--- src/rtl/tat_pkg.sv ---
// Shared types, constants and the arctangent table for the tilt angle block.
// No dependencies; every other file in rtl/ imports this package.
package tat_pkg;

  // Datapath widths: scaled magnitudes and CORDIC angle accumulator
  localparam int XW        = 26;
  localparam int ZW        = 25;
  localparam int TW        = 24;
  localparam int FRAC_BITS = 16;
  localparam int PRE_SHIFT = 8;
  localparam int TABLE_LEN = 24;
  localparam int LANES     = 3;

  localparam int CORDIC_STEPS_DEF = 16;
  localparam logic [7:0] LIMIT_RESET = 8'd15;

  // Angles in degrees, Q16
  localparam logic [TW-1:0] DEG_45_Q  = 24'd2949120;
  localparam logic [TW-1:0] DEG_90_Q  = 24'd5898240;
  localparam logic [TW-1:0] DEG_180_Q = 24'd11796480;

  // atan(2^-i) in degrees, Q16, rounded
  localparam logic signed [ZW-1:0] ATAN_Q16 [TABLE_LEN] = '{
    25'sd2949120, 25'sd1740967, 25'sd919879, 25'sd466945,
    25'sd234379,  25'sd117304,  25'sd58666,  25'sd29335,
    25'sd14668,   25'sd7334,    25'sd3667,   25'sd1833,
    25'sd917,     25'sd458,     25'sd229,    25'sd115,
    25'sd57,      25'sd29,      25'sd14,     25'sd7,
    25'sd4,       25'sd2,       25'sd1,      25'sd0
  };

  // How the final angle is chosen for a lane
  typedef enum logic [1:0] {
    PHI_CORDIC = 2'd0,
    PHI_ZERO   = 2'd1,
    PHI_90     = 2'd2,
    PHI_45     = 2'd3
  } phi_sel_e;

  typedef struct packed {
    logic signed [XW-1:0] x;
    logic signed [XW-1:0] y;
    logic signed [ZW-1:0] z;
    phi_sel_e             sel;
    logic                 dneg;
  } lane_t;

  typedef struct packed {
    lane_t [LANES-1:0] lanes;
  } stage_t;

  typedef struct packed {
    logic signed [15:0] accel_x;
    logic signed [15:0] accel_y;
    logic signed [15:0] accel_z;
  } tat_in_t;

  typedef struct packed {
    logic [7:0] tilt_about_x;
    logic [7:0] tilt_about_y;
    logic [7:0] tilt_about_z;
    logic       tilt_alarm;
  } tat_out_t;

endpackage

--- src/rtl/tat_cell.sv ---
// One CORDIC vectoring iteration for all three lanes, with its stage register.
// Depends on tat_pkg (lane types and arctangent table).
module tat_cell #(
  parameter int STAGE = 0
) (
  input  logic            clk_i,
  input  logic            rst_ni,
  input  logic            valid_i,
  output logic            ready_o,
  input  tat_pkg::stage_t data_i,
  output logic            valid_o,
  input  logic            ready_i,
  output tat_pkg::stage_t data_o
);
  import tat_pkg::*;

  logic   valid_q, valid_d;
  stage_t data_q, data_d;

  // Rotate toward the x axis; shifts round toward minus infinity
  for (genvar l = 0; l < LANES; l++) begin : g_lane
    logic signed [XW-1:0] xs, ys;
    assign xs = $signed(data_i.lanes[l].x) >>> STAGE;
    assign ys = $signed(data_i.lanes[l].y) >>> STAGE;

    always_comb begin
      data_d.lanes[l] = data_i.lanes[l];
      if (!data_i.lanes[l].y[XW-1]) begin
        data_d.lanes[l].x = data_i.lanes[l].x + ys;
        data_d.lanes[l].y = data_i.lanes[l].y - xs;
        data_d.lanes[l].z = data_i.lanes[l].z + ATAN_Q16[STAGE];
      end else begin
        data_d.lanes[l].x = data_i.lanes[l].x - ys;
        data_d.lanes[l].y = data_i.lanes[l].y + xs;
        data_d.lanes[l].z = data_i.lanes[l].z - ATAN_Q16[STAGE];
      end
    end
  end

  // Stage handshake
  assign ready_o = !valid_q || ready_i;
  assign valid_d = ready_o ? valid_i : valid_q;
  assign valid_o = valid_q;
  assign data_o  = data_q;

  always_ff @(posedge clk_i or negedge rst_ni) begin
    if (!rst_ni) begin
      valid_q <= 1'b0;
    end else begin
      valid_q <= valid_d;
    end
  end

  always_ff @(posedge clk_i) begin
    if (ready_o && valid_i) begin
      data_q <= data_d;
    end
  end

endmodule

--- config.mk ---
export PLATFORM = sky130hd
export DESIGN_NAME = tat_cell
export DESIGN_NICKNAME = d
export VERILOG_FILES = /design/src/rtl/tat_pkg.sv /design/src/rtl/tat_cell.sv
export SDC_FILE = /design/constraint.sdc
export NUM_CORES = 1
export LEC_CHECK = 0
export BUFFER_PORTS_ARGS = -buffer_cell sky130_fd_sc_hd__buf_2
export CAP_MARGIN = 10
export CORE_UTILIZATION = 30
export CTS_CLUSTER_DIAMETER = 30
export DETAILED_ROUTE_END_ITERATION = 12
export GPL_ROUTABILITY_DRIVEN = 0
export HOLD_SLACK_MARGIN = 0.05
export PLACE_DENSITY = 0.62
export REMOVE_ABC_BUFFERS = 1
export SLEW_MARGIN = 0
export SYNTH_ARGS = -nofsm -noshare
export SYNTH_HDL_FRONTEND = slang
export SYNTH_SLANG_ARGS = --single-unit
--- constraint.sdc ---
create_clock -name clk_i -period 12.4 [get_ports clk_i]
set_clock_uncertainty 0.1 [all_clocks]
set_input_delay 0.62 -clock clk_i [delete_from_list [all_inputs] [get_ports clk_i]]
set_output_delay 0.62 -clock clk_i [all_outputs]
set_load 0.01 [all_outputs]
==> run metrics <==
unrepaired setup endpoints after global routing=false; Post-Syn Instances=2277; Design Area, Final=26700 um^2; Pre-antenna DRT Iters=8; Seq cells post-synth=238; area of the multi-input gates=12400 um^2; met1 Use GR=about a quarter; clock-pin slew on the worst setup and hold paths=0.04 ns; vias per cell=5.01; Crit Path Class=in -> reg; DR WL/cell=18.5 um; static leakage=12.0 nW; Starting Density=30.4%; initial antenna violation count=15; dpl hpwl=54700 um; area grow syn2layout=27.9%; final slew viol count=0; final setup fails=0; Hold WS=0.100 ns; CP max FO=5; Cells after DPL=3602; minimum clock period=3.51 ns; Area after DPL=24100 um^2; YS warnings=0; startpoint types=input port; ys async rst share=0.420%; Synth Flop Type=edfxtp_1; DRC viols=0; All-Layer GR Usage=19.0%; Chip Width=266 um; vias in the first global route=17800; TritonCTS clock tree=yes; crit path launch=data_i[189]; post-route ant nets=0; fmax=285 MHz; CTS buffer count=73; reg-to-reg setup timing slack=around 9.8 ns; peak supply drop=between 0.00008 and 0.00009 V; global-route wire length before repair=105000 um; Final Cycle Share=28.3%; die footprint=70700 um^2; worst r2r src=valid_o; initial DRC count=1372; slew margin rel.=between 30% and 40%; CP Capture Type=flop; max-cap viol count=0; grt met3 use=3.94%; Worst EP arrival=roughly 3.7 ns; largest net degree at the start of global routing=72; Finished Layout Cells=approximately 3800; Crit path required time=approximately 13 ns; clk root buf=clkbuf_16; WL final=roughly 70000 um; FF/Latch Area=a little over 7000 um^2; fill count=7040; setup_tns=0 ns; final-report hold violation count=0; Die H=266 um; # H-tree levels=3; clock latency on the worst-skew pair=0.58 ns; NumNets Final=3293; Syn Std Cell Area=20900 um^2; P per Cell Area=141 nW/um^2; syn_area_per_cell=9.17 um^2; routed via count=18800; Rows=96; number of synthesized flops with an enable pin=237; GR Overflow Total=0; I/O Buffers=between 400 and 500; gr busiest metal=met2; share of layout cells above drive strength 1=a little under a quarter; Distinct cells, synth=80; register area share after synthesis=34.2%; CTS sink count=approximately 240; GR Util met2=30.5%; outcome=complete, no violations; worst slew pin tran=approximately 0.99 ns; min-delay src=data_i[96]; I/O pin total=486; clk buf depth=3; Worst Hold Class=in -> reg; core area=68700 um^2
layer usage:
metal  vias up  part of all wire [%]
li1       9115                     -
met3       136                   7.9
met5         -                 0.073
met1      8815                    43
met2       769                    46
met4         8                   3.2
flip-flops by register name, summed over array words and instances (netlist names):
register and flops:
valid_o 1, data_o 237
cell type report:
cell class              instances  area share, %
well taps                     931           4.36
multi-input cells            1688           46.4
inverters                     251           3.53
flip-flops and latches        238           26.7
clock inverters                56           2.03
clock buffers                  76           6.88
diodes                          8         0.0749
repair buffers                512           10.0
report_power, final:
| part | total [W] | internal (W) | switching (W) |
|---|---|---|---|
| Combinational | 0.000926 | 0.000351 | 0.000575 |
| Clock | 0.00179 | 0.00121 | 0.000589 |
| Sequential | 0.00104 | 0.00101 | 0.0000248 |
logic make-up (layout without fill, tap and decap cells):
family                   after synthesis  in the layout  synth area share (%)
AO/OA/AOI/OAI                        721            721                  21.8
XOR/XNOR                             169            169                  7.09
adder cells (fa/ha/maj)              285            285                  17.5
buffers and inverters                351            895                  6.52
flip-flops                           238            238                  34.2
multiplexers                          41             41                  1.97
other                                  0              8                     0
AND/OR/NAND/NOR                      472            472                  10.9
path summary, 6_finish.rpt:
path                       cells after the start          end
hold reg to reg                                2      valid_o
max in group asynchronous                      2      valid_o
min in group asynchronous                      2      valid_o
setup reg to reg                               3  data_o[128]
hold / removal                                 1   data_o[96]
setup / recovery                              12  data_o[237]
worst max-delay path: stages:
cell	delay, ns
buf_2	0.15
inv_1	0.09
ha_1	0.32
nand2b_1	0.15
a21oi_1	0.20
o21bai_1	0.15
a21oi_1	0.48
a21oi_1	0.15
o41ai_1	0.77
a31oi_1	0.26
o21ai_0	0.27
xnor2_1	0.12
cell usage in the layout (no fill, tap or decap), types with 9 or more instances in the layout:
cell type	count
a211oi_1	13
a21o_1	49
a21oi_1	246
a221o_1	9
a22oi_1	10
a31oi_1	29
and3_1	14
buf_2	485
buf_4	9
clkbuf_16	73
clkinv_1	19
dlygate4sd3_1	18
edfxtp_1	237
fa_1	12
ha_1	273
inv_1	244
inv_6	12
mux2i_1	40
nand2_1	105
nand2b_1	27
nand3_1	31
nand4_1	11
nor2_1	153
nor2b_1	24
nor3_1	43
nor4_1	13
o211ai_1	15
o21a_1	20
o21ai_0	148
o21bai_1	67
o31a_1	9
o31ai_1	19
or3_1	9
xnor2_1	132
xor2_1	37
stage by stage:
| stage | utilization [%] | power (W) | worst slack (ns) |
|---|---|---|---|
| after floorplan | - | 0.00163 | 5.44 |
| after global placement | 35.1 | 0.00196 | 8.46 |
| after detailed placement | 35.1 | 0.00196 | 8.38 |
| after CTS | 38.9 | 0.00379 | 9.01 |
| after global routing | 38.9 | 0.00393 | 8.72 |
| final | 38.9 | 0.00376 | 8.89 |
repair_timing:
item | 4_1_cts | 5_1_grt
hold buffers | 18 | 0
setup buffers | 0 | 0
resized for setup | 0 | 0
hold endpoints to repair | 18 | 0
Yosys cell counts, types with 11 or more instances:
cell type	n	area share [%]
xor2_1	37	1.6
clkbuf_1	71	1.3
mux2i_1	40	1.9
nand2_1	105	1.9
nor4_1	13	0.39
edfxtp_1	237	34
and3_1	14	0.42
nand3_1	31	0.74
o21ai_0	148	3.5
a31oi_1	29	0.87
nor2_1	153	2.7
o31ai_1	19	0.68
buf_1	15	0.27
nand2b_1	27	0.81
a21oi_1	246	5.9
o211ai_1	15	0.54
inv_1	244	4.4
nor3_1	43	1.0
xnor2_1	132	5.5
a211oi_1	13	0.47
ha_1	273	16
o21bai_1	67	2.4
fa_1	12	1.2
a21o_1	49	1.8
o21a_1	20	0.72
nand4_1	11	0.33
nor2b_1	24	0.72
No activity file was read; power rests on OpenSTA's default activity.
