**src/rtl/tat_pkg.sv**
```systemverilog
// Shared types, constants and the arctangent table for the tilt angle block.
// No dependencies; every other file in rtl/ imports this package.
package tat_pkg;

  // Datapath widths: scaled magnitudes and CORDIC angle accumulator
  localparam int XW        = 26;
  localparam int ZW        = 25;
  localparam int TW        = 24;
  localparam int FRAC_BITS = 16;
  localparam int PRE_SHIFT = 8;
  localparam int TABLE_LEN = 24;
  localparam int LANES     = 3;

  localparam int CORDIC_STEPS_DEF = 16;
  localparam logic [7:0] LIMIT_RESET = 8'd15;

  // Angles in degrees, Q16
  localparam logic [TW-1:0] DEG_45_Q  = 24'd2949120;
  localparam logic [TW-1:0] DEG_90_Q  = 24'd5898240;
  localparam logic [TW-1:0] DEG_180_Q = 24'd11796480;

  // atan(2^-i) in degrees, Q16, rounded
  localparam logic signed [ZW-1:0] ATAN_Q16 [TABLE_LEN] = '{
    25'sd2949120, 25'sd1740967, 25'sd919879, 25'sd466945,
    25'sd234379,  25'sd117304,  25'sd58666,  25'sd29335,
    25'sd14668,   25'sd7334,    25'sd3667,   25'sd1833,
    25'sd917,     25'sd458,     25'sd229,    25'sd115,
    25'sd57,      25'sd29,      25'sd14,     25'sd7,
    25'sd4,       25'sd2,       25'sd1,      25'sd0
  };

  // How the final angle is chosen for a lane
  typedef enum logic [1:0] {
    PHI_CORDIC = 2'd0,
    PHI_ZERO   = 2'd1,
    PHI_90     = 2'd2,
    PHI_45     = 2'd3
  } phi_sel_e;

  typedef struct packed {
    logic signed [XW-1:0] x;
    logic signed [XW-1:0] y;
    logic signed [ZW-1:0] z;
    phi_sel_e             sel;
    logic                 dneg;
  } lane_t;

  typedef struct packed {
    lane_t [LANES-1:0] lanes;
  } stage_t;

  typedef struct packed {
    logic signed [15:0] accel_x;
    logic signed [15:0] accel_y;
    logic signed [15:0] accel_z;
  } tat_in_t;

  typedef struct packed {
    logic [7:0] tilt_about_x;
    logic [7:0] tilt_about_y;
    logic [7:0] tilt_about_z;
    logic       tilt_alarm;
  } tat_out_t;

endpackage

```
**src/rtl/tat_front.sv**
```systemverilog
// Input stage: absolute values, special-case classification and scaling.
// Depends on tat_pkg.
module tat_front (
  input  logic             clk_i,
  input  logic             rst_ni,
  input  logic             valid_i,
  output logic             ready_o,
  input  tat_pkg::tat_in_t data_i,
  output logic             valid_o,
  input  logic             ready_i,
  output tat_pkg::stage_t  data_o
);
  import tat_pkg::*;

  logic   valid_q, valid_d;
  stage_t data_q, data_d;

  logic signed [15:0] num [LANES];
  logic signed [15:0] den [LANES];

  // Lane operands: atan2(y,z), atan2(x,z), atan2(x,y)
  assign num[0] = data_i.accel_y;
  assign den[0] = data_i.accel_z;
  assign num[1] = data_i.accel_x;
  assign den[1] = data_i.accel_z;
  assign num[2] = data_i.accel_x;
  assign den[2] = data_i.accel_y;

  for (genvar l = 0; l < LANES; l++) begin : g_lane
    logic [16:0] an, ad;
    assign an = num[l][15] ? 17'(-{num[l][15], num[l]}) : {1'b0, num[l]};
    assign ad = den[l][15] ? 17'(-{den[l][15], den[l]}) : {1'b0, den[l]};

    always_comb begin
      data_d.lanes[l].x    = $signed({{(XW-17-PRE_SHIFT){1'b0}}, ad, {PRE_SHIFT{1'b0}}});
      data_d.lanes[l].y    = $signed({{(XW-17-PRE_SHIFT){1'b0}}, an, {PRE_SHIFT{1'b0}}});
      data_d.lanes[l].z    = '0;
      data_d.lanes[l].dneg = den[l][15];
      if (an == '0) begin
        data_d.lanes[l].sel = PHI_ZERO;
      end else if (ad == '0) begin
        data_d.lanes[l].sel = PHI_90;
      end else if (an == ad) begin
        data_d.lanes[l].sel = PHI_45;
      end else begin
        data_d.lanes[l].sel = PHI_CORDIC;
      end
    end
  end

  // Stage handshake: load when empty or when the next stage takes our item
  assign ready_o = !valid_q || ready_i;
  assign valid_d = ready_o ? valid_i : valid_q;
  assign valid_o = valid_q;
  assign data_o  = data_q;

  always_ff @(posedge clk_i or negedge rst_ni) begin
    if (!rst_ni) begin
      valid_q <= 1'b0;
    end else begin
      valid_q <= valid_d;
    end
  end

  always_ff @(posedge clk_i) begin
    if (ready_o && valid_i) begin
      data_q <= data_d;
    end
  end

endmodule

```
**config.mk**
```make
export PLATFORM = sky130hd
export DESIGN_NAME = tat_front
export DESIGN_NICKNAME = d
export VERILOG_FILES = /design/src/rtl/tat_pkg.sv /design/src/rtl/tat_front.sv
export SDC_FILE = /design/constraint.sdc
export NUM_CORES = 1
export LEC_CHECK = 0
export ABC_AREA = 0
export ABC_CLOCK_PERIOD_IN_PS = 2600
export BUFFER_PORTS_ARGS = -buffer_cell sky130_fd_sc_hd__buf_2
export CORE_AREA = 2 2 114 116
export CTS_CLUSTER_DIAMETER = 50
export DETAILED_ROUTE_END_ITERATION = 6
export DIE_AREA = 0 0 116 118
export PLACE_DENSITY = 0.76
export SYNTH_ARGS = -nofsm -noshare
export SYNTH_HDL_FRONTEND = slang
export SYNTH_SLANG_ARGS = --single-unit
```
**constraint.sdc**
```tcl
create_clock -name clk_i -period 2.6 [get_ports clk_i]
set_input_delay 0.26 -clock clk_i [delete_from_list [all_inputs] [get_ports clk_i]]
set_output_delay 0.26 -clock clk_i [all_outputs]
set_load 0.05 [all_outputs]
```
==> results.json <==
{
  "status": "completed",
  "fp.dieW_um": 116,
  "setup_viol": 0,
  "syn_inst": 519,
  "cts_tree": "done",
  "grt_antenna_before_repair": 0,
  "placed_area_mm2": 0.00617,
  "crit_required_ns": 2.78,
  "timing.final.ws_setup_ns": 0.0654,
  "relSlewSlack_pct": 59.8,
  "rows": 41,
  "syn-cell-area_mm2": 0.00513,
  "max-clock-path-buffers": 2,
  "powerDensity_mw_per_mm2": 620,
  "area_growth_pct": 27.2,
  "crit_buf_inv": 1,
  "gp_congestion": 0.851,
  "ant_nets": 0,
  "skew_ns": 0.00490,
  "period_share_pct": 97.5,
  "min-delay-path-class": "in2reg",
  "p_comb_share_pct": 39.7,
  "fin_crit_ns": 2.53,
  "pre_cts_slack_ns": -0.293,
  "cts_buffers": 9,
  "p_leak_nw": 3.08,
  "drc_errors": 0,
  "ys.flop_type": "edfxtp_1",
  "dp_hpwl_um": 10200,
  "drt_iter0_markers": 127,
  "start_kind": "input port",
  "htreeDepth": 3,
  "crit_path_top_delay_cell": "or4_1",
  "wl_per_cell_um": 13.2,
  "synth_enable_flop_cells": 59,
  "post-cts-setup-buffers": 0,
  "ys_seq_area_share_pct": 35.0,
  "cpMostUsedCell": "or4_1",
  "crit_arrival_ns": 2.72,
  "hold_viol": 0,
  "io_pins": 294,
  "vias": 3966,
  "path_max_fanout": 4,
  "grt_overflow": 0,
  "routed_wl_um": 12300,
  "drive_gt1_share_pct": 42.6,
  "die_height_um": 118,
  "synthArstFlopShare_pct": 1.67,
  "clkPwrFrac_pct": 31.3,
  "grt_max_degree": 60,
  "ir_drop_uv": 346,
  "core_mm2": 0.0124,
  "grt_pass1_vias": 3618,
  "cap_violations": 0,
  "grt_pass1_wl_um": 18300,
  "worstPathCellList": "buf_2 -> or4_1 -> or4_1 -> o211ai_1 -> xnor2_1 -> nand4_1 -> or4_1 -> a21oi_1",
  "vias_per_cell": 4.27,
  "slew_viol_final": 0,
  "worstSetupEndpointType": "register",
  "track_usage_pct": 17.5,
  "yosys.cell_types.count": 47,
  "power.internal_w": 0.00240,
  "syn_avg_cell_area_um2": 9.89,
  "worstSetupPathType": "in2reg",
  "die-area_mm2": 0.0137,
  "max_freq_mhz": 395,
  "synth-seq-cells": 60,
  "worst_pin_slew_ns": 0.600,
  "port_buffers": 164,
  "p_sw_w": 0.00165,
  "fin_nets": 806,
  "swShare_pct": 40.7,
  "start_util_pct": 41.4,
  "sequentialPowerShare_pct": 29.1,
  "cpLargestDelayFamily": "simple AND/OR/NAND/NOR gates",
  "rsz0062_at_grt": "yes",
  "cpPeakStageDelay_ns": 0.62,
  "clkSinkCount": 60,
  "dr.pass1.iters": 5,
  "ctsRootBufferMaster": "clkbuf_16",
  "clk_latency_ns": 0.33,
  "diodes": 0,
  "final_area_mm2": 0.00653,
  "synth_warnings": 0,
  "holdWs_ns": 0.130,
  "clkSlewWorstSetupHoldPaths_ns": 0.05
}
==> metal layers <==
metal  GRT usage, %  up-vias  wire (um)
li1               -     1943          -
met1           21.6     1832       5100
met2           29.6      175       6140
met3           3.66       16        781
met4           6.62        0        229
met5              0        -          0
==> flip-flops by register name, summed over array words and instances, names as in the netlist <==
| signal | flops |
|---|---|
| data_o | 59 |
| valid_o | 1 |
==> kinds of logic (layout without fill, tap and decap cells) <==
group	after synthesis	in the layout	synth area share [%]
AOI/OAI and AO/OA	46	46	7.31
xor gates and xnor gates	79	79	13.5
adders and majority gates	3	3	0.731
buffers and inverters	225	331	29.8
DFF	60	60	35.0
muxes	3	3	0.585
other	1	132	0.0730
and+or+nand+nor	102	102	13.0
==> final timing paths <==
check | startpoint | end | slack [ns] | depth (start not counted)
min | valid_i | valid_o | 0.13 | 2
min reg2reg | valid_o | valid_o | 0.52 | 2
max reg2reg | valid_o | data_o[155] | 1.29 | 3
max in group asynchronous | rst_ni | valid_o | 2.27 | 2
min in group asynchronous | rst_ni | valid_o | 0.24 | 2
max | data_i[8] | data_o[2] | 0.07 | 8
==> per-stage QoR <==
step	std cells	utilization, %	total power, W	TNS, ns
floorplan	650	-	0.00256	0
global placement	911	49.7	0.00278	-1.21
detailed placement	911	49.7	0.00280	-1.39
CTS	928	52.4	0.00408	0
global route	928	52.6	0.00421	-0.0261
finish	928	52.6	0.00405	0
==> synthesized netlist by cell type (4+ instances only) <==
| cell | instances | area share [%] |
|---|---|---|
| buf_4 | 182 | 27 |
| clkbuf_1 | 4 | 0.29 |
| edfxtp_1 | 59 | 35 |
| inv_1 | 36 | 2.6 |
| nand2b_1 | 21 | 2.6 |
| nand4_1 | 11 | 1.3 |
| nor2_1 | 6 | 0.44 |
| nor3_1 | 7 | 0.68 |
| nor4_1 | 8 | 0.97 |
| o21ai_0 | 6 | 0.58 |
| o31ai_1 | 14 | 2.0 |
| o41ai_1 | 7 | 1.2 |
| or3_1 | 6 | 0.73 |
| or3b_2 | 6 | 1.0 |
| or4_1 | 16 | 2.3 |
| xnor2_1 | 40 | 6.8 |
| xor2_1 | 39 | 6.7 |
==> cells in the final DEF (no fill, tap or decap), types with 3 or more instances in the layout <==
| master | n |
|---|---|
| clkbuf_16 | 9 |
| buf_2 | 164 |
| nor4_1 | 7 |
| or3_1 | 6 |
| nand4_1 | 11 |
| nand2b_1 | 21 |
| nor3b_1 | 3 |
| o21ai_0 | 6 |
| or3b_2 | 4 |
| nor2_1 | 6 |
| conb_1 | 132 |
| o31ai_1 | 12 |
| or4_1 | 16 |
| xor2_1 | 39 |
| buf_12 | 3 |
| buf_4 | 110 |
| a21oi_1 | 3 |
| o41ai_1 | 5 |
| o221a_2 | 3 |
| clkinvlp_4 | 3 |
| mux2i_1 | 3 |
| nand2_1 | 3 |
| edfxtp_1 | 59 |
| nor3_1 | 6 |
| o41ai_2 | 4 |
| inv_1 | 36 |
| o211ai_1 | 3 |
| xnor2_1 | 40 |
==> power by group through the flow <==
| stage | clock [W] | combinational [W] | sequential [W] |
|---|---|---|---|
| floorplan | 0 | 0.00115 | 0.00141 |
| global placement | 0 | 0.00158 | 0.00120 |
| detailed placement | 0 | 0.00160 | 0.00120 |
| CTS | 0.00129 | 0.00160 | 0.00118 |
| global route | 0.00133 | 0.00169 | 0.00119 |
| finish | 0.00126 | 0.00161 | 0.00118 |
==> layout make-up <==
type,instances,area [um^2]
flip-flops and latches,60,1800
clock inverters,7,91.3
repair buffers,278,1720
clock buffers,9,225
multi-input cells,365,2340
inverters,37,139
fillers,1157,5890
well taps,172,215
==> repair_timing <==
action,CTS,global route
hold endpoints to repair,1,0
setup endpoints to repair,0,6
hold buffers,1,0
gates resized for setup,0,5
Power figures use the tool's default switching activity.
