**config.mk**
```make
export PLATFORM = sky130hd
export DESIGN_NAME = tat_back
export DESIGN_NICKNAME = d
export VERILOG_FILES = /design/src/rtl/tat_pkg.sv /design/src/rtl/tat_back.sv
export SDC_FILE = /design/constraint.sdc
export NUM_CORES = 1
export LEC_CHECK = 0
export CORE_AREA = 2 2 109 111
export DETAILED_ROUTE_END_ITERATION = 8
export DIE_AREA = 0 0 111 113
export DONT_BUFFER_PORTS = 1
export PLACE_DENSITY = 0.48
export SYNTH_ARGS = -nofsm -noshare
export SYNTH_HDL_FRONTEND = slang
export SYNTH_SLANG_ARGS = --single-unit
export TNS_END_PERCENT = 30
```
**constraint.sdc**
```tcl
create_clock -name clk_i -period 1.5 [get_ports clk_i]
set_input_delay 0.075 -clock clk_i [delete_from_list [all_inputs] [get_ports clk_i]]
set_output_delay 0.075 -clock clk_i [all_outputs]
set_load 0.02 [all_outputs]
```
**src/rtl/tat_pkg.sv**
```systemverilog
// Shared types, constants and the arctangent table for the tilt angle block.
// No dependencies; every other file in rtl/ imports this package.
package tat_pkg;

  // Datapath widths: scaled magnitudes and CORDIC angle accumulator
  localparam int XW        = 26;
  localparam int ZW        = 25;
  localparam int TW        = 24;
  localparam int FRAC_BITS = 16;
  localparam int PRE_SHIFT = 8;
  localparam int TABLE_LEN = 24;
  localparam int LANES     = 3;

  localparam int CORDIC_STEPS_DEF = 16;
  localparam logic [7:0] LIMIT_RESET = 8'd15;

  // Angles in degrees, Q16
  localparam logic [TW-1:0] DEG_45_Q  = 24'd2949120;
  localparam logic [TW-1:0] DEG_90_Q  = 24'd5898240;
  localparam logic [TW-1:0] DEG_180_Q = 24'd11796480;

  // atan(2^-i) in degrees, Q16, rounded
  localparam logic signed [ZW-1:0] ATAN_Q16 [TABLE_LEN] = '{
    25'sd2949120, 25'sd1740967, 25'sd919879, 25'sd466945,
    25'sd234379,  25'sd117304,  25'sd58666,  25'sd29335,
    25'sd14668,   25'sd7334,    25'sd3667,   25'sd1833,
    25'sd917,     25'sd458,     25'sd229,    25'sd115,
    25'sd57,      25'sd29,      25'sd14,     25'sd7,
    25'sd4,       25'sd2,       25'sd1,      25'sd0
  };

  // How the final angle is chosen for a lane
  typedef enum logic [1:0] {
    PHI_CORDIC = 2'd0,
    PHI_ZERO   = 2'd1,
    PHI_90     = 2'd2,
    PHI_45     = 2'd3
  } phi_sel_e;

  typedef struct packed {
    logic signed [XW-1:0] x;
    logic signed [XW-1:0] y;
    logic signed [ZW-1:0] z;
    phi_sel_e             sel;
    logic                 dneg;
  } lane_t;

  typedef struct packed {
    lane_t [LANES-1:0] lanes;
  } stage_t;

  typedef struct packed {
    logic signed [15:0] accel_x;
    logic signed [15:0] accel_y;
    logic signed [15:0] accel_z;
  } tat_in_t;

  typedef struct packed {
    logic [7:0] tilt_about_x;
    logic [7:0] tilt_about_y;
    logic [7:0] tilt_about_z;
    logic       tilt_alarm;
  } tat_out_t;

endpackage

```
**src/rtl/tat_back.sv**
```systemverilog
// Output stage: clamp, quadrant fold, truncation to degrees and alarm compare.
// Depends on tat_pkg; holds the result register seen on the output channel.
module tat_back (
  input  logic              clk_i,
  input  logic              rst_ni,
  input  logic              valid_i,
  output logic              ready_o,
  input  tat_pkg::stage_t   data_i,
  input  logic [7:0]        limit_i,
  output logic              valid_o,
  input  logic              stall_i,
  output tat_pkg::tat_out_t data_o
);
  import tat_pkg::*;

  logic     valid_q, valid_d;
  tat_out_t data_q, data_d;
  logic [7:0] deg [LANES];

  for (genvar l = 0; l < LANES; l++) begin : g_lane
    logic [TW-1:0] phi, total;
    logic signed [ZW-1:0] z;
    assign z = data_i.lanes[l].z;

    // Select phi, clamped to [0, 90] degrees
    always_comb begin
      case (data_i.lanes[l].sel)
        PHI_ZERO: phi = '0;
        PHI_90:   phi = DEG_90_Q;
        PHI_45:   phi = DEG_45_Q;
        default: begin
          if (z[ZW-1]) begin
            phi = '0;
          end else if (z > $signed({{(ZW-TW){1'b0}}, DEG_90_Q})) begin
            phi = DEG_90_Q;
          end else begin
            phi = z[TW-1:0];
          end
        end
      endcase
    end

    assign total  = data_i.lanes[l].dneg ? (DEG_180_Q - phi) : phi;
    assign deg[l] = total[TW-1:FRAC_BITS];
  end

  always_comb begin
    data_d.tilt_about_x = deg[0];
    data_d.tilt_about_y = deg[1];
    data_d.tilt_about_z = deg[2];
    data_d.tilt_alarm   = (deg[0] > limit_i) || (deg[1] > limit_i) || (deg[2] > limit_i);
  end

  // Result register; accepts a new item when empty or while being taken
  assign ready_o = !valid_q || !stall_i;
  assign valid_d = ready_o ? valid_i : valid_q;
  assign valid_o = valid_q;
  assign data_o  = data_q;

  always_ff @(posedge clk_i or negedge rst_ni) begin
    if (!rst_ni) begin
      valid_q <= 1'b0;
    end else begin
      valid_q <= valid_d;
    end
  end

  always_ff @(posedge clk_i) begin
    if (ready_o && valid_i) begin
      data_q <= data_d;
    end
  end

endmodule

```
==> results.tsv, run 1 <==
metric	value	unit
outcome	complete, but fails checks	
failing checks	negative setup slack	
Setup crit start	data_i[20]	
Antenna Violating Nets Remaining	0	
CTS root buffer	clkbuf_16	
Post-synth top flop	edfxtp_1	
CP Cell Sequence	o211a_1 -> o21a_1 -> nor2_2 -> o211ai_1 -> a31oi_1 -> xnor2_1 -> ha_1 -> nor2b_1 -> o21a_1 -> o21a_1 -> o21ai_1 -> and3b_1 -> o221ai_2	
combinational fraction of design power	0.310	
overall power	2550	uW
count of final setup violators	5	
Net Count, Synth	560	
R2R cell count	3	
maximum vdd drop	0.565	mV
hold violation count in the final report	0	
Worst Path Arrival	2.36	ns
Worst-path clk slew	0.07	ns
share of layout cells above drive strength 1	0.343	
IO Port Bufs	0	
Worst Setup EP	data_o[0]	
unrepaired setup endpoints after global routing	yes	
Yosys reg bits	26	
largest net degree at the start of global routing	16	
Leak Pwr	0.00147	uW
Gate Count Post-Synth	284	
Post-Route WL	7.94	mm
Pint	1840	uW
slowest stage cell, crit path	ha_1	
Post-synth top cells	25 x edfxtp_1, 24 x ha_1, 23 x nor2_1, 20 x nand2_1, 17 x inv_1	
total gr overflow	0	
WS Path Type	primary input to flop	
area grow syn2layout	42.8	%
global-route wire length before repair	12.7	mm
Final min period	2.36	ns
most frequent cell after synthesis	edfxtp_1	
total track usage	0.123	
Mean Syn Cell Area	9.03	sq um
DR vias	2505	
crit-path max cell delay	0.29	ns
Hold Path Class	primary input to async pin	
R2R Path End	data_o[9]	
Max Clk Rate	424	MHz
Worst R2R Start	valid_o	
top cell type's share of synthesized area	0.293	
chip width	111	um
Routed wire per std cell	15.9	um
Max Slew Vio Count	0	
clock skew	0.00213	ns
I/O pins	279	
die area	0.0125	sq mm
r2r setup slk	0.36	ns
clock tree buffer depth	2	
Initial Util	0.227	
Pwr Density	696	mW/mm^2
CP endpoint kind	flop	
H-tree level count	1	
drt pass-1 iters	4	
drt initial violations	70	
delay-heaviest family, CP	compound AO/OA/AOI/OAI gates	
Clock power frac	0.309	
Post-Route Utilization	0.325	
vias in the first global route	2642	
Synth area leaders	edfxtp_1 29%, ha_1 12%, nor2_1 3.4%	
final setup margin	-0.858	ns
async set-reset flop share out of synthesis	0.0385	
EDFF count, synth	25	
final worst path period share	1.57	
most used cell, CP	o21a_1	
switching power total	707	uW
worst-margin pin slew	0.343	ns
Netlist cell types	59	
max_cap viols	0	
Die Y	113	um
final hold slack	0.0186	ns
Via-to-Cell Ratio	5.02	
Post-Place Setup Slack	-1.26	ns
Yosys warning total	0	
setup TNS	-1.01	ns
sequential area share after synthesis	0.303	
# diodes	0	
area leader, netlist	edfxtp_1	
crit-path max FO	5	
DP HPWL	6.50	mm
Crit path depth	13	
residual DRC count	0	
Synth Cell Area	0.00256	sq mm
Core Box Area	0.0113	sq mm
clk_lat worst skew	0.26	ns
initial antenna violation count	0	
GP Congestion	0.844	
CTS Sinks	26	
Rel. slew slack	0.769	
final net count	633	
CTS tree	built	
Setup crit start kind	primary input	
TritonCTS Buffers	3	
Net Sw Frac	0.278	
critical path data required time	1.51	ns
Reg power frac	0.381	
CP Buf/Inv Count	0	
# rows	39	
## what timing repair did
item / in CTS / in global routing
setup endpoints to repair: 10 / 16
gates resized for setup: 21 / 21
hold buffers: 2 / 0
pin swaps: 12 / 29
hold endpoints to repair: 2 / 0
buffers inserted: 1 / 4
## worst min-delay path by stage
stage                       from       to  slack (ns)  cells after the start
after floorplan           rst_ni  valid_o       -0.22                      0
after global placement    rst_ni  valid_o       -0.22                      0
after detailed placement  rst_ni  valid_o       -0.22                      0
after CTS                 rst_ni  valid_o        0.02                      1
after global routing      rst_ni  valid_o        0.02                      1
final                     rst_ni  valid_o        0.02                      1
## metal layers
metal,routed length [um],track usage
met1,3450,0.149
met2,3530,0.202
met3,922,0.0621
met4,29,0.0150
met5,0,0
## worst reg2reg max path: stages (launching register included)
cell	delay, ns
dfrtp_1	0.38
nand2_1	0.08
and2_2	0.16
buf_4	0.22
## stage by stage
stage                     area (sq um)  cells
after global routing              3660    499
after floorplan                   2600    284
after CTS                         3530    496
final                             3660    499
after global placement            3260    489
after detailed placement          3260    489
## logic make-up after synthesis
kind of cell / synth area share
XOR/XNOR: 0.0581
adder cells (fa/ha/maj): 0.117
AND/OR/NAND/NOR: 0.259
flip-flops: 0.303
multiplexers: 0.00439
buffers and inverters: 0.0327
AO/OA/AOI/OAI: 0.226
## flip-flops by register name (all words and copies together) (netlist names)
name     flops
data_o      25
valid_o      1
## power groups by stage
stage,Combinational (uW),Clock (uW),Sequential [uW]
CTS,716,810,974
detailed placement,690,0,989
global placement,680,0,990
floorplan,426,0,974
global route,887,847,980
finish,789,786,971
## final cells by class
class                   instances  area (sq um)
clock inverters                 1          30.0
fillers                      1160          7610
multi-input cells             236          1970
well taps                     143           179
repair buffers                 73           564
inverters                      17          63.8
clock buffers                   3          75.1
flip-flops and latches         26           776
## cells in the final DEF, fill, tap and decap left out, types with 3 or more instances in the layout
cell type	netlist	layout
nor3_2	0	3
nand2b_1	4	4
o211ai_1	5	5
o21ai_0	9	6
xnor2_1	8	8
nand3_1	7	7
and3_1	5	5
inv_1	17	17
nand4_1	7	7
nor3_1	13	10
o21bai_1	3	3
a21oi_1	12	10
nor4_4	0	8
nor2b_1	5	4
clkbuf_16	0	3
o21ai_1	8	11
buf_6	0	3
or2_1	3	3
nand2_1	20	18
edfxtp_1	25	25
xor2_1	9	7
nor4_2	6	3
ha_1	24	23
nor2_2	0	3
buf_4	0	68
o21a_1	7	7
a211o_1	3	3
a21o_1	4	4
nor2_1	23	19
Power figures use the tool's default switching activity.
==> inputs of run 2 (changes only) <==
- SKIP_LAST_GASP: default -> 1
==> run 2 against run 1 <==
  * The flow still finishes with violations (negative setup slack)
  * Final cell count up 0.20%
  * Largest power group unchanged
  * Combinational power is 0.9% lower
  * Critical path depth decreased by 1
  * Die area is the same
  * Design area fell by 0.44%
  * Via count fell by 0.28%
  * Worst setup slack barely moved
  * Clock-buffer cell count stayed put
==> results.tsv, run 2 (synthesized netlist as in run 1, its figures left out) <==
metric	value	unit	change
outcome	complete, but fails checks		
failing checks	negative setup slack		
final worst path period share	1.57		about the same
Pwr Density	697	mW/mm^2	+0.23%
# diodes	0		unchanged
maximum vdd drop	0.566	mV	+0.20%
hold violation count in the final report	0		unchanged
Core Box Area	0.0113	sq mm	unchanged
total gr overflow	0		unchanged
CP endpoint kind	flop		
count of final setup violators	9		+4
Largest register FFs	25		unchanged
total track usage	0.122		-0.000569
slowest stage cell, crit path	or4b_4		
crit-path max cell delay	0.56	ns	+0.27 ns
R2R cell count	3		unchanged
chip width	111	um	unchanged
Setup crit start kind	primary input		
CTS root buffer	clkbuf_16		
unrepaired setup endpoints after global routing	yes		
most frequent cells in the layout	71 x buf_4, 25 x edfxtp_1, 23 x ha_1		
CTS Sinks	26		unchanged
vias in the first global route	2646		+0.15%
setup TNS	-1.20	ns	-0.184 ns
initial antenna violation count	0		unchanged
final setup margin	-0.857	ns	+0.000466 ns
Via-to-Cell Ratio	5.00		-0.48%
final hold slack	0.0180	ns	-0.000569 ns
clk_lat worst skew	0.26	ns	about the same
critical path data required time	1.51	ns	about the same
worst-margin pin slew	0.355	ns	+0.0121 ns
Max Clk Rate	424	MHz	about the same
Antenna Violating Nets Remaining	0		unchanged
largest net degree at the start of global routing	16		unchanged
r2r setup slk	0.36	ns	about the same
Worst-path clk slew	0.07	ns	about the same
drt initial violations	66		-5.7%
clock tree buffer depth	2		unchanged
GP Congestion	0.844		unchanged
Layout Cells excl Fill	500		+0.20%
Hold Path Class	primary input to async pin		
CP Cell Sequence	nor4_4 -> nand2_2 -> or4b_4 -> a41oi_4 -> buf_4 -> o21ai_1 -> xor2_1 -> ha_1 -> a21o_1 -> a21oi_2 -> and3b_1 -> o221ai_2		
area grow syn2layout	42.2	%	
Fillers	1161		+0.086%
Final min period	2.36	ns	-0.000466 ns
max_cap viols	0		unchanged
commonest non-fill, non-tap cell in the layout	buf_4		
DR vias	2498		-0.28%
final net count	634		+0.16%
die area	0.0125	sq mm	unchanged
IO Port Bufs	0		unchanged
CTS tree	built		
H-tree level count	1		unchanged
WS Path Type	primary input to flop		
# rows	39		unchanged
DP HPWL	6.50	mm	unchanged
Max Slew Vio Count	0		unchanged
global-route wire length before repair	12.6	mm	-0.54%
clock skew	0.00163	ns	-0.000497 ns
Worst R2R Start	valid_o		
Post-Place Setup Slack	-1.26	ns	unchanged
drt pass-1 iters	4		unchanged
Initial Util	0.227		unchanged
Rel. slew slack	0.761		-0.00813
CP Buf/Inv Count	1		+1
placed cells	489		unchanged
TritonCTS Buffers	3		unchanged
fin area	0.00364	sq mm	-0.44%
crit-path max FO	4		-1
Post-Route WL	7.84	mm	-1.2%
share of layout cells above drive strength 1	0.342		-0.000960
residual DRC count	0		unchanged
R2R Path End	data_o[9]		
Worst Path Arrival	2.36	ns	about the same
Routed wire per std cell	15.7	um	-1.4%
delay-heaviest family, CP	simple AND/OR/NAND/NOR gates		
I/O pins	279		unchanged
Leak Pwr	0.00147	uW	-0.26%
Placed Area	0.00326	sq mm	unchanged
Die Y	113	um	unchanged
==> run 2: cell count changes in the layout (fill, tap and decap cells not counted), sizes merged <==
cell  before  now
buf       71   72
==> run 2: power breakdown <==
| part | internal (uW) | total (uW) | switching (uW) |
|---|---|---|---|
| Combinational | 427 | 782 | 355 |
| Clock | 531 | 787 | 256 |
| Sequential | 877 | 971 | 94.0 |
==> run 2: timing repair <==
item / in CTS / in global routing
endpoints found under the setup margin: 10 / 17
pin swaps: 10 / 28
hold buffers: 2 / 0
buffers inserted: 1 / 5
hold endpoints to repair: 2 / 0
gates resized for setup: 11 / 27
==> run 2: layout make-up <==
| cell class | instances | area, sq um | share of cell area |
|---|---|---|---|
| Tap cell | 143 | 179 | 0.0491 |
| Multi-Input combinational cell | 236 | 1960 | 0.537 |
| Sequential cell | 26 | 776 | 0.213 |
| Clock buffer | 3 | 75.1 | 0.0206 |
| Inverter | 17 | 63.8 | 0.0175 |
| Timing Repair Buffer | 74 | 564 | 0.155 |
| Clock inverter | 1 | 30.0 | 0.00824 |
==> run 2: stage by stage <==
step / total power (uW) / util
2_1_floorplan: 1400 / -
3_3_place_gp: 1670 / 0.290
3_5_place_dp: 1680 / 0.290
4_1_cts: 2490 / 0.307
5_1_grt: 2710 / 0.323
6_report: 2540 / 0.323
==> run 2: worst register-to-register path, stage by stage, from the launching register on <==
cell     delay [ns]
dfrtp_1        0.38
nand2_1        0.08
and2_2         0.16
buf_4          0.22
==> run 2: metal layers <==
layer | vias up | track usage | part of all wire | wire [um]
li1 | 1232 | - | - | -
met1 | 1164 | 0.150 | 0.43 | 3390
met2 | 98 | 0.202 | 0.44 | 3490
met3 | 4 | 0.0584 | 0.12 | 934
met4 | 0 | 0.0150 | 0.0037 | 29
met5 | - | 0 | 0 | 0
==> run 2: how the worst max path moves through the flow <==
| stage | endpoint | slack (ns) | from | cells after the start |
|---|---|---|---|---|
| floorplan | data_o[0] | -0.94 | data_i[83] | 13 |
| global placement | data_o[0] | -1.19 | data_i[94] | 13 |
| detailed placement | data_o[0] | -1.26 | data_i[94] | 13 |
| CTS | data_o[0] | -0.90 | data_i[94] | 13 |
| global route | data_o[0] | -1.03 | data_i[89] | 13 |
| finish | data_o[0] | -0.86 | data_i[11] | 12 |
==> inputs of run 3 (changes only) <==
- ABC_AREA: default -> 1
- CORE_AREA: 2 2 109 111 -> 2 2 108 110
- DIE_AREA: 0 0 111 113 -> 0 0 110 112
- PLACE_DENSITY: 0.48 -> 0.49
- clock period: 1.5 -> 2 ns (I/O delays scaled with it)
==> run 3 against run 2 <==
  * The run still ends with negative setup slack left
  * Global-route usage rose by 0.088 points
  * Total power shrank 27%
  * Critical path depth grew 6
  * Combinational power fell by 15%
  * Critical endpoint unchanged
==> results.tsv, run 3 <==
metric	value	unit	change
Yosys warning total	0		unchanged
clock tree buffer depth	2		unchanged
Fillers	1171		+0.86%
register area	776	sq um	unchanged
clk_lat worst skew	0.27	ns	about the same
Worst Path Arrival	2.13	ns	-0.23 ns
area leader, netlist	edfxtp_1		
final net count	763		+20%
Max Clk Rate	473	MHz	
CTS root buffer	clkbuf_16		
placed cells	610		+25%
drt pass-1 iters	4		unchanged
critical path data required time	2.02	ns	+0.51 ns
I/O pins	279		unchanged
Reg power frac	0.392		+0.010
Placed Area	0.00334	sq mm	+2.5%
Antenna Violating Nets Remaining	0		unchanged
Post-Route Utilization	0.335		+0.0113
crit-path max FO	6		+2
outcome	complete, but fails checks		
CP Buf/Inv Count	0		-1
Max Slew Vio Count	0		unchanged
Pint	1270	uW	-31%
Gate Count Post-Synth	403		+42%
Routed wire per std cell	12.0	um	-23%
Net Sw Frac	0.321		+0.0436
total gr overflow	0		unchanged
Yosys reg bits	26		unchanged
failing checks	negative setup slack		
Pwr Density	498	mW/mm^2	-28%
final worst path period share	1.06		
count of final setup violators	1		-8
die area	0.0123	sq mm	-1.8%
global-route wire length before repair	12.1	mm	-4.1%
Net Count, Synth	679		+21%
Synth Cell Area	0.00267	sq mm	+4.1%
area grow syn2layout	40.1	%	
CP endpoint kind	flop		
EDFF count, synth	25		unchanged
share of layout cells above drive strength 1	0.300		-0.0413
largest net degree at the start of global routing	26		+10
Worst-path clk slew	0.07	ns	about the same
final setup margin	-0.115	ns	+0.742 ns
delay-heaviest family, CP	simple AND/OR/NAND/NOR gates		
Layout Cells excl Fill	629		+26%
unrepaired setup endpoints after global routing	yes		
switching power total	599	uW	-15%
Post-synth top flop	edfxtp_1		
GP Congestion	0.881		+4.4%
Initial Util	0.239		+0.0115
slowest stage cell, crit path	ha_1		
area of the multi-input gates	0.00183	sq mm	-6.5%
async set-reset flop share out of synthesis	0.0385		unchanged
DP HPWL	6.21	mm	-4.5%
Via-to-Cell Ratio	4.43		-11%
Post-Route WL	7.58	mm	-3.4%
# diodes	0		unchanged
TritonCTS Buffers	3		unchanged
CP Cell Sequence	nor2_4 -> nand4_1 -> nor2_1 -> nand2_1 -> nand2_4 -> nand2_2 -> nor2_4 -> nor2_2 -> nand2_2 -> nand3_1 -> xor2_1 -> ha_1 -> nand2_1 -> nor2_1 -> a211oi_2 -> o221ai_1 -> o21ai_1 -> nand3_1		
Netlist cell types	32		-46%
# rows	39		unchanged
IO Port Bufs	0		unchanged
clock skew	0.00846	ns	+0.00682 ns
hold violation count in the final report	0		unchanged
Core Box Area	0.0112	sq mm	-0.87%
top cell type's share of synthesized area	0.281		-0.0117
CTS Sinks	26		unchanged
initial antenna violation count	0		unchanged
Setup crit start kind	primary input		
Leak Pwr	0.00183	uW	+24%
DR vias	2788		+12%
vias in the first global route	2716		+2.6%
fin area	0.00374	sq mm	+2.6%
final hold slack	0.0406	ns	+0.0225 ns
WS Path Type	primary input to flop		
most frequent cell after synthesis	nand2_1		
most frequent cells in the layout	92 x nand2_1, 79 x buf_4, 64 x inv_1		
max_cap viols	0		unchanged
Mean Syn Cell Area	6.63	sq um	-27%
Clock power frac	0.252		-0.058
residual DRC count	0		unchanged
Hold Path Class	primary input to async pin		
total track usage	0.123		+0.000884
Largest register FFs	25		unchanged
sequential area share after synthesis	0.291		-0.0121
CTS tree	built		
Post-Place Setup Slack	-0.531	ns	+0.731 ns
drt initial violations	60		-9.1%
H-tree level count	1		unchanged
crit-path max cell delay	0.35	ns	-0.21 ns
Synth area leaders	edfxtp_1 28%, nand2_1 14%, ha_1 11%		
Rel. slew slack	0.759		-0.00188
Die Y	112	um	-0.88%
worst-margin pin slew	0.358	ns	+0.00326 ns
Post-synth top cells	101 x nand2_1, 70 x inv_1, 66 x nor2_1, 25 x edfxtp_1, 24 x ha_1		
commonest non-fill, non-tap cell in the layout	nand2_1		
maximum vdd drop	0.334	mV	-41%
combinational fraction of design power	0.356		+0.048
chip width	110	um	-0.90%
Final min period	2.12	ns	
run 3: cell types whose count changed in the layout (fill, tap and decap cells not counted), moves of 6 or more:
cell	delta
nand2_1	+74
nor2_2	+11
nor4_4	-8
inv_1	+47
nor2_1	+30
buf_4	+8
nor2_4	+6
a21oi_2	+7
nand2_2	+10
inv_2	+6
nand3_1	+13
a21oi_1	+6
run 3: path summary, 6_finish.rpt:
kind | startpoint | endpoint | slack (ns) | cells after the start
max | data_i[163] | data_o[0] | -0.12 | 18
min | rst_ni | valid_o | 0.04 | 1
max reg2reg | valid_o | data_o[24] | 0.64 | 2
min reg2reg | valid_o | valid_o | 0.84 | 2
max in group asynchronous | rst_ni | valid_o | 1.86 | 1
min in group clk_i | stall_i | valid_o | 0.11 | 2
run 3: through the flow:
| step | power, uW | setup TNS (ns) |
|---|---|---|
| floorplan | 1080 | -0.204 |
| global placement | 1310 | -0.520 |
| detailed placement | 1320 | -0.531 |
| CTS | 1850 | -0.152 |
| global route | 1990 | -0.355 |
| finish | 1860 | -0.115 |
run 3: cell type report:
type	instances	share of cell area
multi-input combinational	305	0.489
sequential	26	0.207
timing repair buffer	81	0.164
inverter	70	0.0703
tap	143	0.0478
clock buffer	4	0.0211
run 3: kinds of logic after synthesis:
| group | after synthesis | synth area share |
|---|---|---|
| AOI/OAI and AO/OA | 48 | 0.105 |
| buffers and inverters | 72 | 0.102 |
| xor gates and xnor gates | 13 | 0.0426 |
| adders and majority gates | 24 | 0.112 |
| and+or+nand+nor | 220 | 0.348 |
| DFF | 26 | 0.291 |
run 3: repair_timing:
| action | CTS | global route |
|---|---|---|
| hold buffers | 2 | 0 |
| gates resized for setup | 49 | 17 |
| pin swaps | 47 | 14 |
| buffers inserted | 8 | 5 |
| endpoints found under the hold margin | 2 | 0 |
| endpoints found under the setup margin | 1 | 1 |
| cloned | 0 | 0 |
run 3: metal layers:
layer	global-route usage	wire, um	up-vias
met5	0	0	-
met4	0.0321	141	0
met3	0.0486	620	12
met2	0.217	3810	71
met1	0.135	3000	1241
li1	-	-	1464
run 3: power by group through the flow:
stage	clock network (uW)	registers [uW]	logic [uW]
final	469	731	665
after global routing	502	737	755
after CTS	479	733	641
after detailed placement	0	744	577
after global placement	0	745	563
after floorplan	0	733	352
